--- src/sv/bmhq_pkg.sv ---
// ----------------------------------------------------------------------------
// bmhq_pkg: shared types and constants for the binary max-heap queue
// Widths, operation and status codes, controller states and the result record.
// ----------------------------------------------------------------------------
package bmhq_pkg;

  localparam int CAPACITY = 64;
  localparam int ADDR_W   = (CAPACITY > 1) ? $clog2(CAPACITY) : 1;
  localparam int CNT_W    = $clog2(CAPACITY + 1);
  localparam int KEY_W    = 32;
  localparam int SLOT_W   = 6;
  localparam int OP_W     = 2;
  localparam int STS_W    = 3;
  localparam int COUNT_W  = 7;

  // stream widths: data padded to whole bytes
  localparam int IN_DATA_W  = ((KEY_W + SLOT_W + 7) / 8) * 8;
  localparam int OUT_DATA_W = ((2 * KEY_W + COUNT_W + 7) / 8) * 8;

  typedef logic signed [KEY_W-1:0] key_t;
  typedef logic [ADDR_W-1:0]       addr_t;
  typedef logic [CNT_W-1:0]        cnt_t;

  typedef enum logic [OP_W-1:0] {
    OP_INSERT   = 2'd0,
    OP_EXTRACT  = 2'd1,
    OP_INCREASE = 2'd2,
    OP_NOP      = 2'd3
  } op_t;

  typedef enum logic [STS_W-1:0] {
    STS_OK         = 3'd0,
    STS_EMPTY      = 3'd1,
    STS_FULL       = 3'd2,
    STS_BAD_INDEX  = 3'd3,
    STS_NOT_LARGER = 3'd4
  } sts_t;

  typedef enum logic [3:0] {
    S_IDLE,
    S_UP_CHECK,
    S_UP_WAIT,
    S_INC_WAIT,
    S_DN_LOAD,
    S_DN_CHECK,
    S_DN_LEFT,
    S_DN_RIGHT,
    S_DONE
  } state_t;

  typedef struct packed {
    sts_t               status;
    key_t               removed;
    key_t               top;
    logic [COUNT_W-1:0] count;
  } result_t;

  function automatic logic key_less(input key_t a, input key_t b);
    return a < b;
  endfunction

endpackage

--- src/sv/bmhq_ram.sv ---
// ----------------------------------------------------------------------------
// bmhq_ram: generic single-write, single-read synchronous RAM
// One write port, one read port, read data registered.
// ----------------------------------------------------------------------------
module bmhq_ram #(
  parameter int WIDTH = 32,
  parameter int DEPTH = 64
) (
  input  logic                                   clk,
  input  logic                                   we,
  input  logic [((DEPTH > 1) ? $clog2(DEPTH) : 1)-1:0] waddr,
  input  logic [WIDTH-1:0]                       wdata,
  input  logic [((DEPTH > 1) ? $clog2(DEPTH) : 1)-1:0] raddr,
  output logic [WIDTH-1:0]                       rdata
);

  logic [WIDTH-1:0] mem [DEPTH];

  always_ff @(posedge clk) begin
    if (we) begin
      mem[waddr] <= wdata;
    end
    rdata <= mem[raddr];
  end

endmodule

--- src/sv/bmhq_ctrl.sv ---
// ----------------------------------------------------------------------------
// bmhq_ctrl: heap sequencer
// Runs one operation at a time against the heap RAM: sift up carries the new
// key in a register and moves parents down; sift down moves the larger child up.
// ----------------------------------------------------------------------------
module bmhq_ctrl
  import bmhq_pkg::*;
(
  input  logic               clk,
  input  logic               rst_n,
  // request side
  input  logic               req_valid,
  output logic               req_ready,
  input  op_t                req_op,
  input  key_t               req_key,
  input  logic [SLOT_W-1:0]  req_slot,
  // result side
  output logic               res_valid,
  input  logic               res_take,
  output result_t            res,
  // heap RAM
  output logic               mem_we,
  output addr_t              mem_waddr,
  output key_t               mem_wdata,
  output addr_t              mem_raddr,
  input  key_t               mem_rdata
);

  localparam int CMP_W  = ADDR_W + 2;
  localparam int SCMP_W = (SLOT_W > CNT_W) ? SLOT_W : CNT_W;

  state_t state_r, state_nxt;
  cnt_t   count_r, count_nxt;
  key_t   top_r,   top_nxt;
  addr_t  pos_r,   pos_nxt;
  key_t   k_r,     k_nxt;
  key_t   cval_r,  cval_nxt;
  addr_t  cidx_r,  cidx_nxt;
  sts_t   status_r, status_nxt;
  key_t   removed_r, removed_nxt;

  addr_t            parent;
  logic [CMP_W-1:0] child_l;
  logic [CMP_W-1:0] count_x;
  addr_t            lidx;
  logic             has_left;
  logic             has_right;
  key_t             best_val;
  addr_t            best_idx;

  assign parent    = addr_t'((pos_r - 1'b1) >> 1);
  assign child_l   = CMP_W'({pos_r, 1'b1});
  assign count_x   = CMP_W'(count_r);
  assign lidx      = child_l[ADDR_W-1:0];
  assign has_left  = child_l < count_x;
  assign has_right = (child_l + 1'b1) < count_x;

  always_comb begin
    state_nxt   = state_r;
    count_nxt   = count_r;
    pos_nxt     = pos_r;
    k_nxt       = k_r;
    cval_nxt    = cval_r;
    cidx_nxt    = cidx_r;
    status_nxt  = status_r;
    removed_nxt = removed_r;
    mem_we      = 1'b0;
    mem_waddr   = pos_r;
    mem_wdata   = k_r;
    mem_raddr   = '0;
    req_ready   = 1'b0;
    res_valid   = 1'b0;
    best_val    = mem_rdata;
    best_idx    = lidx;

    case (state_r)
      S_IDLE: begin
        req_ready = 1'b1;
        if (req_valid) begin
          status_nxt  = STS_OK;
          removed_nxt = '0;
          case (req_op)
            OP_INSERT: begin
              if (count_r >= cnt_t'(CAPACITY)) begin
                status_nxt = STS_FULL;
                state_nxt  = S_DONE;
              end else begin
                k_nxt     = req_key;
                pos_nxt   = addr_t'(count_r);
                count_nxt = count_r + 1'b1;
                state_nxt = S_UP_CHECK;
              end
            end
            OP_EXTRACT: begin
              if (count_r == '0) begin
                status_nxt = STS_EMPTY;
                state_nxt  = S_DONE;
              end else begin
                removed_nxt = top_r;
                count_nxt   = count_r - 1'b1;
                mem_raddr   = addr_t'(count_r - 1'b1);
                state_nxt   = S_DN_LOAD;
              end
            end
            OP_INCREASE: begin
              if (SCMP_W'(req_slot) >= SCMP_W'(count_r)) begin
                status_nxt = STS_BAD_INDEX;
                state_nxt  = S_DONE;
              end else begin
                k_nxt     = req_key;
                pos_nxt   = addr_t'(req_slot);
                mem_raddr = addr_t'(req_slot);
                state_nxt = S_INC_WAIT;
              end
            end
            default: begin
              state_nxt = S_DONE;
            end
          endcase
        end
      end

      S_INC_WAIT: begin
        if (key_less(k_r, mem_rdata)) begin
          status_nxt = STS_NOT_LARGER;
          state_nxt  = S_DONE;
        end else begin
          state_nxt = S_UP_CHECK;
        end
      end

      S_UP_CHECK: begin
        if (pos_r == '0) begin
          mem_we    = 1'b1;
          state_nxt = S_DONE;
        end else begin
          mem_raddr = parent;
          state_nxt = S_UP_WAIT;
        end
      end

      S_UP_WAIT: begin
        mem_we = 1'b1;
        if (key_less(mem_rdata, k_r)) begin
          // parent moves down into the hole
          mem_wdata = mem_rdata;
          pos_nxt   = parent;
          state_nxt = S_UP_CHECK;
        end else begin
          state_nxt = S_DONE;
        end
      end

      S_DN_LOAD: begin
        k_nxt   = mem_rdata;
        pos_nxt = '0;
        if (count_r == '0) begin
          state_nxt = S_DONE;
        end else begin
          state_nxt = S_DN_CHECK;
        end
      end

      S_DN_CHECK: begin
        if (!has_left) begin
          mem_we    = 1'b1;
          state_nxt = S_DONE;
        end else begin
          mem_raddr = lidx;
          state_nxt = S_DN_LEFT;
        end
      end

      S_DN_LEFT: begin
        if (has_right) begin
          cval_nxt  = mem_rdata;
          cidx_nxt  = lidx;
          mem_raddr = lidx + 1'b1;
          state_nxt = S_DN_RIGHT;
        end else begin
          mem_we = 1'b1;
          if (key_less(k_r, mem_rdata)) begin
            mem_wdata = mem_rdata;
            pos_nxt   = lidx;
            state_nxt = S_DN_CHECK;
          end else begin
            state_nxt = S_DONE;
          end
        end
      end

      S_DN_RIGHT: begin
        // left wins ties
        if (key_less(cval_r, mem_rdata)) begin
          best_val = mem_rdata;
          best_idx = cidx_r + 1'b1;
        end else begin
          best_val = cval_r;
          best_idx = cidx_r;
        end
        mem_we = 1'b1;
        if (key_less(k_r, best_val)) begin
          mem_wdata = best_val;
          pos_nxt   = best_idx;
          state_nxt = S_DN_CHECK;
        end else begin
          state_nxt = S_DONE;
        end
      end

      S_DONE: begin
        res_valid = 1'b1;
        if (res_take) begin
          state_nxt = S_IDLE;
        end
      end

      default: begin
        state_nxt = S_IDLE;
      end
    endcase

    // root shadow
    top_nxt = (mem_we && (mem_waddr == '0)) ? mem_wdata : top_r;
  end

  always_ff @(posedge clk) begin
    if (!rst_n) begin
      state_r <= S_IDLE;
      count_r <= '0;
    end else begin
      state_r <= state_nxt;
      count_r <= count_nxt;
    end
  end

  always_ff @(posedge clk) begin
    top_r     <= top_nxt;
    pos_r     <= pos_nxt;
    k_r       <= k_nxt;
    cval_r    <= cval_nxt;
    cidx_r    <= cidx_nxt;
    status_r  <= status_nxt;
    removed_r <= removed_nxt;
  end

  assign res.status  = status_r;
  assign res.removed = removed_r;
  assign res.top     = (count_r != '0) ? top_r : '0;
  assign res.count   = COUNT_W'(count_r);

endmodule

--- src/sv/binary_max_heap_queue.sv ---
// ----------------------------------------------------------------------------
// binary_max_heap_queue: binary max-heap priority queue of signed 32-bit keys
// Insert, extract-max and increase-key on a 64-entry heap held in one RAM.
// ----------------------------------------------------------------------------
// Usage:
//  - Input stream (in_*): one request per handshake. in_tuser carries the
//    operation (insert, extract max, increase key, no-op); in_tdata the key
//    and, for increase-key, the heap slot.
//  - Output stream (out_*): exactly one result per request, in order: status
//    in out_tuser, removed key, current maximum and entry count in out_tdata.
//  - Requests run one at a time. A status-only result (full, empty, bad
//    index, no-op) needs no RAM access; insert sifts up, reading one parent
//    per level; increase-key first reads its slot, then sifts up as insert
//    does; extract reads the last entry, then sifts down. The sequencer
//    passes through its idle state before the next request is taken. The
//    single read port of the heap RAM sets the pace: each level waits on
//    one or two reads.
//  - A finished result sits in the output register; the next request is
//    taken meanwhile, and its result waits in the sequencer until the
//    output register frees. A stalled receiver thus holds off at most one
//    further request.
//  - Reset empties the heap (count to zero) at once; RAM contents are not
//    cleared, since only entries below the count are ever read.
// ----------------------------------------------------------------------------
module binary_max_heap_queue
  import bmhq_pkg::*;
(
  input  logic                  clk,
  input  logic                  rst_n,
  // request stream
  input  logic                  in_tvalid,
  output logic                  in_tready,
  input  logic [IN_DATA_W-1:0]  in_tdata,   // key[31:0], slot_index[37:32], zero pad
  input  logic [OP_W-1:0]       in_tuser,   // operation[1:0]
  // result stream
  output logic                  out_tvalid,
  input  logic                  out_tready,
  output logic [OUT_DATA_W-1:0] out_tdata,  // removed_value[31:0], top_value[63:32],
                                            // entry_count[70:64], zero pad
  output logic [STS_W-1:0]      out_tuser   // status[2:0]
);

  logic    res_valid;
  logic    res_take;
  result_t res;

  logic    mem_we;
  addr_t   mem_waddr;
  key_t    mem_wdata;
  addr_t   mem_raddr;
  key_t    mem_rdata;

  logic    out_valid_r, out_valid_nxt;
  result_t out_res_r,   out_res_nxt;

  // heap storage
  bmhq_ram #(
    .WIDTH (KEY_W),
    .DEPTH (CAPACITY)
  ) u_ram (
    .clk   (clk),
    .we    (mem_we),
    .waddr (mem_waddr),
    .wdata (mem_wdata),
    .raddr (mem_raddr),
    .rdata (mem_rdata)
  );

  // operation sequencer
  bmhq_ctrl u_ctrl (
    .clk       (clk),
    .rst_n     (rst_n),
    .req_valid (in_tvalid),
    .req_ready (in_tready),
    .req_op    (op_t'(in_tuser)),
    .req_key   (key_t'(in_tdata[KEY_W-1:0])),
    .req_slot  (in_tdata[KEY_W+SLOT_W-1:KEY_W]),
    .res_valid (res_valid),
    .res_take  (res_take),
    .res       (res),
    .mem_we    (mem_we),
    .mem_waddr (mem_waddr),
    .mem_wdata (mem_wdata),
    .mem_raddr (mem_raddr),
    .mem_rdata (mem_rdata)
  );

  // output register: loads when empty or being drained this cycle
  assign res_take = res_valid && (!out_valid_r || out_tready);

  always_comb begin
    out_valid_nxt = out_valid_r;
    out_res_nxt   = out_res_r;
    if (out_valid_r && out_tready) begin
      out_valid_nxt = 1'b0;
    end
    if (res_take) begin
      out_valid_nxt = 1'b1;
      out_res_nxt   = res;
    end
  end

  always_ff @(posedge clk) begin
    if (!rst_n) begin
      out_valid_r <= 1'b0;
    end else begin
      out_valid_r <= out_valid_nxt;
    end
  end

  always_ff @(posedge clk) begin
    out_res_r <= out_res_nxt;
  end

  assign out_tvalid = out_valid_r;
  assign out_tuser  = out_res_r.status;
  assign out_tdata  = OUT_DATA_W'({out_res_r.count, out_res_r.top, out_res_r.removed});

endmodule

--- config.mk ---
export PLATFORM = sky130hd
export DESIGN_NAME = binary_max_heap_queue
export DESIGN_NICKNAME = d
export VERILOG_FILES = /design/src/sv/bmhq_pkg.sv /design/src/sv/bmhq_ram.sv /design/src/sv/bmhq_ctrl.sv /design/src/sv/binary_max_heap_queue.sv
export SDC_FILE = /design/constraint.sdc
export NUM_CORES = 2
export LEC_CHECK = 0
export BUFFER_PORTS_ARGS = -buffer_cell sky130_fd_sc_hd__buf_2
export CORE_MARGIN = 2
export CORE_UTILIZATION = 26
export CTS_CLUSTER_DIAMETER = 100
export DETAILED_ROUTE_END_ITERATION = 10
export PLACE_DENSITY = 0.42
export SKIP_LAST_GASP = 1
export SLEW_MARGIN = 20
export SYNTH_ARGS = -nofsm -noshare
export SYNTH_HDL_FRONTEND = slang
export SYNTH_SLANG_ARGS = --single-unit
export TNS_END_PERCENT = 100
--- constraint.sdc ---
create_clock -name clk -period 12.75 [get_ports clk]
set_input_delay 1.275 -clock clk [delete_from_list [all_inputs] [get_ports clk]]
set_output_delay 1.275 -clock clk [all_outputs]
set_load 0.02 [all_outputs]
==> qor.yml <==
status: "complete, no violations"
grt_pass1_wl_um: 439000
ys_seq_area_share_pct: 73.2
routed-via-count: 57501
dieArea_mm2: 0.366
cts_sinks: 2308
vias_per_cell: 4.90
drv_cap: 0
yosys-top-cells-count: "edfxtp_1, nand2_1, nand3_1, mux2i_1, and3_1"
area_growth_pct: 15.6
dp_hpwl_um: 177000
grtUsageTotal_pct: 16.7
use_met1_pct: 23.4
yosysMostFrequentCell: "edfxtp_1"
yosysUniqueCellTypes: 97
cts_setup_buffers: 0
cts_max_path_buffers: 4
io_buffers: 119
clk_pin_slew_ps: 60
wire_per_inst_um: 26.8
drtIter0Drc: 5383
cp_max_fo: 65
yosys_warnings: 0
cts_resized: 0
multi_input_area_mm2: 0.0237
cp_cell_sequence: "inv_1 > ha_1 > nand4_1 > nor4_2 > nand4_1 > a31oi_2 > nor3_2 > a21boi_4 > buf_4 > a21oi_1 > ha_1 > nand4_1 > nor2_1 > nand2_1 > nor3_1 > nand3_1 > o311ai_4 > xor2_2 > nand2_2 > o211ai_1 > buf_4"
ant_nets: 0
yosys.area.top_type: "edfxtp_1"
drc: 0
root_buffer: "clkbuf_16"
grt_pass1_vias: 55690
finClkSkew_ps: 77.2
synth_enable_flop_cells: 2264
fin_crit_sh_pct: 65.1
use_met3_pct: 2.06
max_freq_mhz: 121
hp-class: "register to register"
end_kind: "register"
rows: 220
ios: 123
dieWidth_um: 605
antenna_found_initial: 18
synthFlopType: "edfxtp_1"
synth_nets: 6724
coreArea_mm2: 0.359
syn_area_per_cell_um2: 14.3
top_usage_layer: "met2"
worst_ep_arrival_time_ps: 8860
synthTopCellsByArea: "edfxtp_1, nand2_1, mux2i_1"
synth.top_cell.area_share_pct: 72.3
rsz0062_at_grt: "false"
regArea_mm2: 0.0689
crit_slowest_cell: "buf_4"
ir_worst_vdd_uv: 128
clk_latency_ps: 940
firstDrtPassIters: 5
netlist_area_mm2: 0.0940
initial_core_util_pct: 26.2
utilization_pct: 30.2
finalHoldViolations: 0
htreeDepth: 4
worstMarginPinSlew_ps: 1200
place_congestion: 0.829
crit_buf_inv: 3
grt.overflow.total: 0
synthArstFlopShare_pct: 0
critPathTopFamily: "simple AND/OR/NAND/NOR gates"
cpPeakStageDelay_ps: 650
drv_slew: 0
start_kind: "register"
wirelength_um: 314000
setup_viol: 0
worstPathRequired_ps: 13310
p_per_area_mw_per_mm2: 187
cts_tree: "done"
die_y_um: 605
syn_inst: 6557
fillCellCount: 35987
nets: 6906
cts_buffers: 249
period_minus_slack_ps: 8300
grt_max_degree: 113
criticalPathCategory: "register to register"
leakage_nw: 37.6
cts_hold_buf: 0
drive_gt1_share_pct: 12.3
crit_top_cell: "nand4_1"
setup-tns-final_ps: 0
relSlewSlack_pct: 19.0
synth_seq_cells: 2308
power_w: 0.0203
grtUsageMet2_pct: 27.6
[where the power goes]
part	switching, W	internal [W]	total (W)
logic	0.00294	0.00102	0.00396
clock network	0.00299	0.00397	0.00696
registers	0.000186	0.00923	0.00941
total	0.00612	0.0142	0.0203
[stage by stage]
stage          worst slack (ps)  hold slack (ps)  cell area (um2)  cells
2_1_floorplan              5720              400            94000   6557
3_3_place_gp               4530              402           101000  11261
3_5_place_dp               4540              405           101000  11261
4_1_cts                    4440              400           109000  11710
5_1_grt                    3890              417           109000  11714
6_report                   4450              408           109000  11723
[routing by layer]
| metal | part of all wire (%) | wire (um) |
|---|---|---|
| met5 | 0.0038 | 12 |
| met4 | 2.3 | 7270 |
| met3 | 5.3 | 16600 |
| met2 | 47 | 148000 |
| met1 | 45 | 142000 |
[path summary, 6_finish.rpt]
kind,from,endpoint,slack [ps],depth (start not counted)
max,u_ram.rdata[31],u_ram.mem[11][18],4450,21
min,u_ctrl.removed_r[18],out_tdata[18],410,0
max reg2reg,u_ram.rdata[31],u_ram.mem[11][18],4450,21
min reg2reg,u_ctrl.removed_r[18],out_tdata[18],410,0
[cell families (layout without fill, tap and decap cells)]
group	Yosys count	in the layout	share of synthesized area, %
and+or+nand+nor	2418	2418	11.5
DFF	2308	2308	73.2
AOI/OAI and AO/OA	836	836	6.20
buffers and inverters	441	821	2.31
muxes	410	410	4.97
adders and majority gates	121	121	1.61
xor gates and xnor gates	22	22	0.213
other	1	14	0.00399
[sequential cells by signal (all words and copies together) (netlist names)]
register	count
u_ram.mem	2048
out_tdata	71
u_ctrl.cval_r	32
u_ctrl.k_r	32
u_ctrl.removed_r	32
u_ctrl.top_r	32
u_ram.rdata	32
u_ctrl.count_r	7
u_ctrl.mem_waddr	6
u_ctrl.cidx_r	5
u_ctrl.state_r	4
out_tuser	3
u_ctrl.status_r	3
out_tvalid	1
[final cells by class]
| cell class | instances | share of cell area (%) |
|---|---|---|
| Multi-Input combinational cell | 3808 | 21.8 |
| Sequential cell | 2308 | 63.4 |
| Inverter | 53 | 0.183 |
| Timing Repair Buffer | 319 | 2.07 |
| Tap cell | 4773 | 5.50 |
| Antenna cell | 13 | 0.0299 |
| Clock inverter | 127 | 1.01 |
| Clock buffer | 322 | 6.04 |
[cell usage in the layout (no fill, tap or decap), types with 119 or more instances in the layout]
cell type and count:
clkbuf_16 250, nand3_1 367, a21oi_1 176, edfxtp_1 2264
mux2i_1 334, ha_1 121, buf_2 119, nand2_1 1401
buf_4 188, and3_1 205
[worst register-to-register path: stages, from the launching register on]
cell and delay [ps]:
dfxtp_1 370, inv_1 110, ha_1 470, nand4_1 230, nor4_2 410, nand4_1 270
a31oi_2 330, nor3_2 130, a21boi_4 610, buf_4 570, a21oi_1 210, ha_1 340
nand4_1 190, nor2_1 200, nand2_1 90, nor3_1 400, nand3_1 210, o311ai_4 500
xor2_2 340, nand2_2 580, o211ai_1 580, buf_4 650
Note: power is estimated with default switching activity, not from simulation.
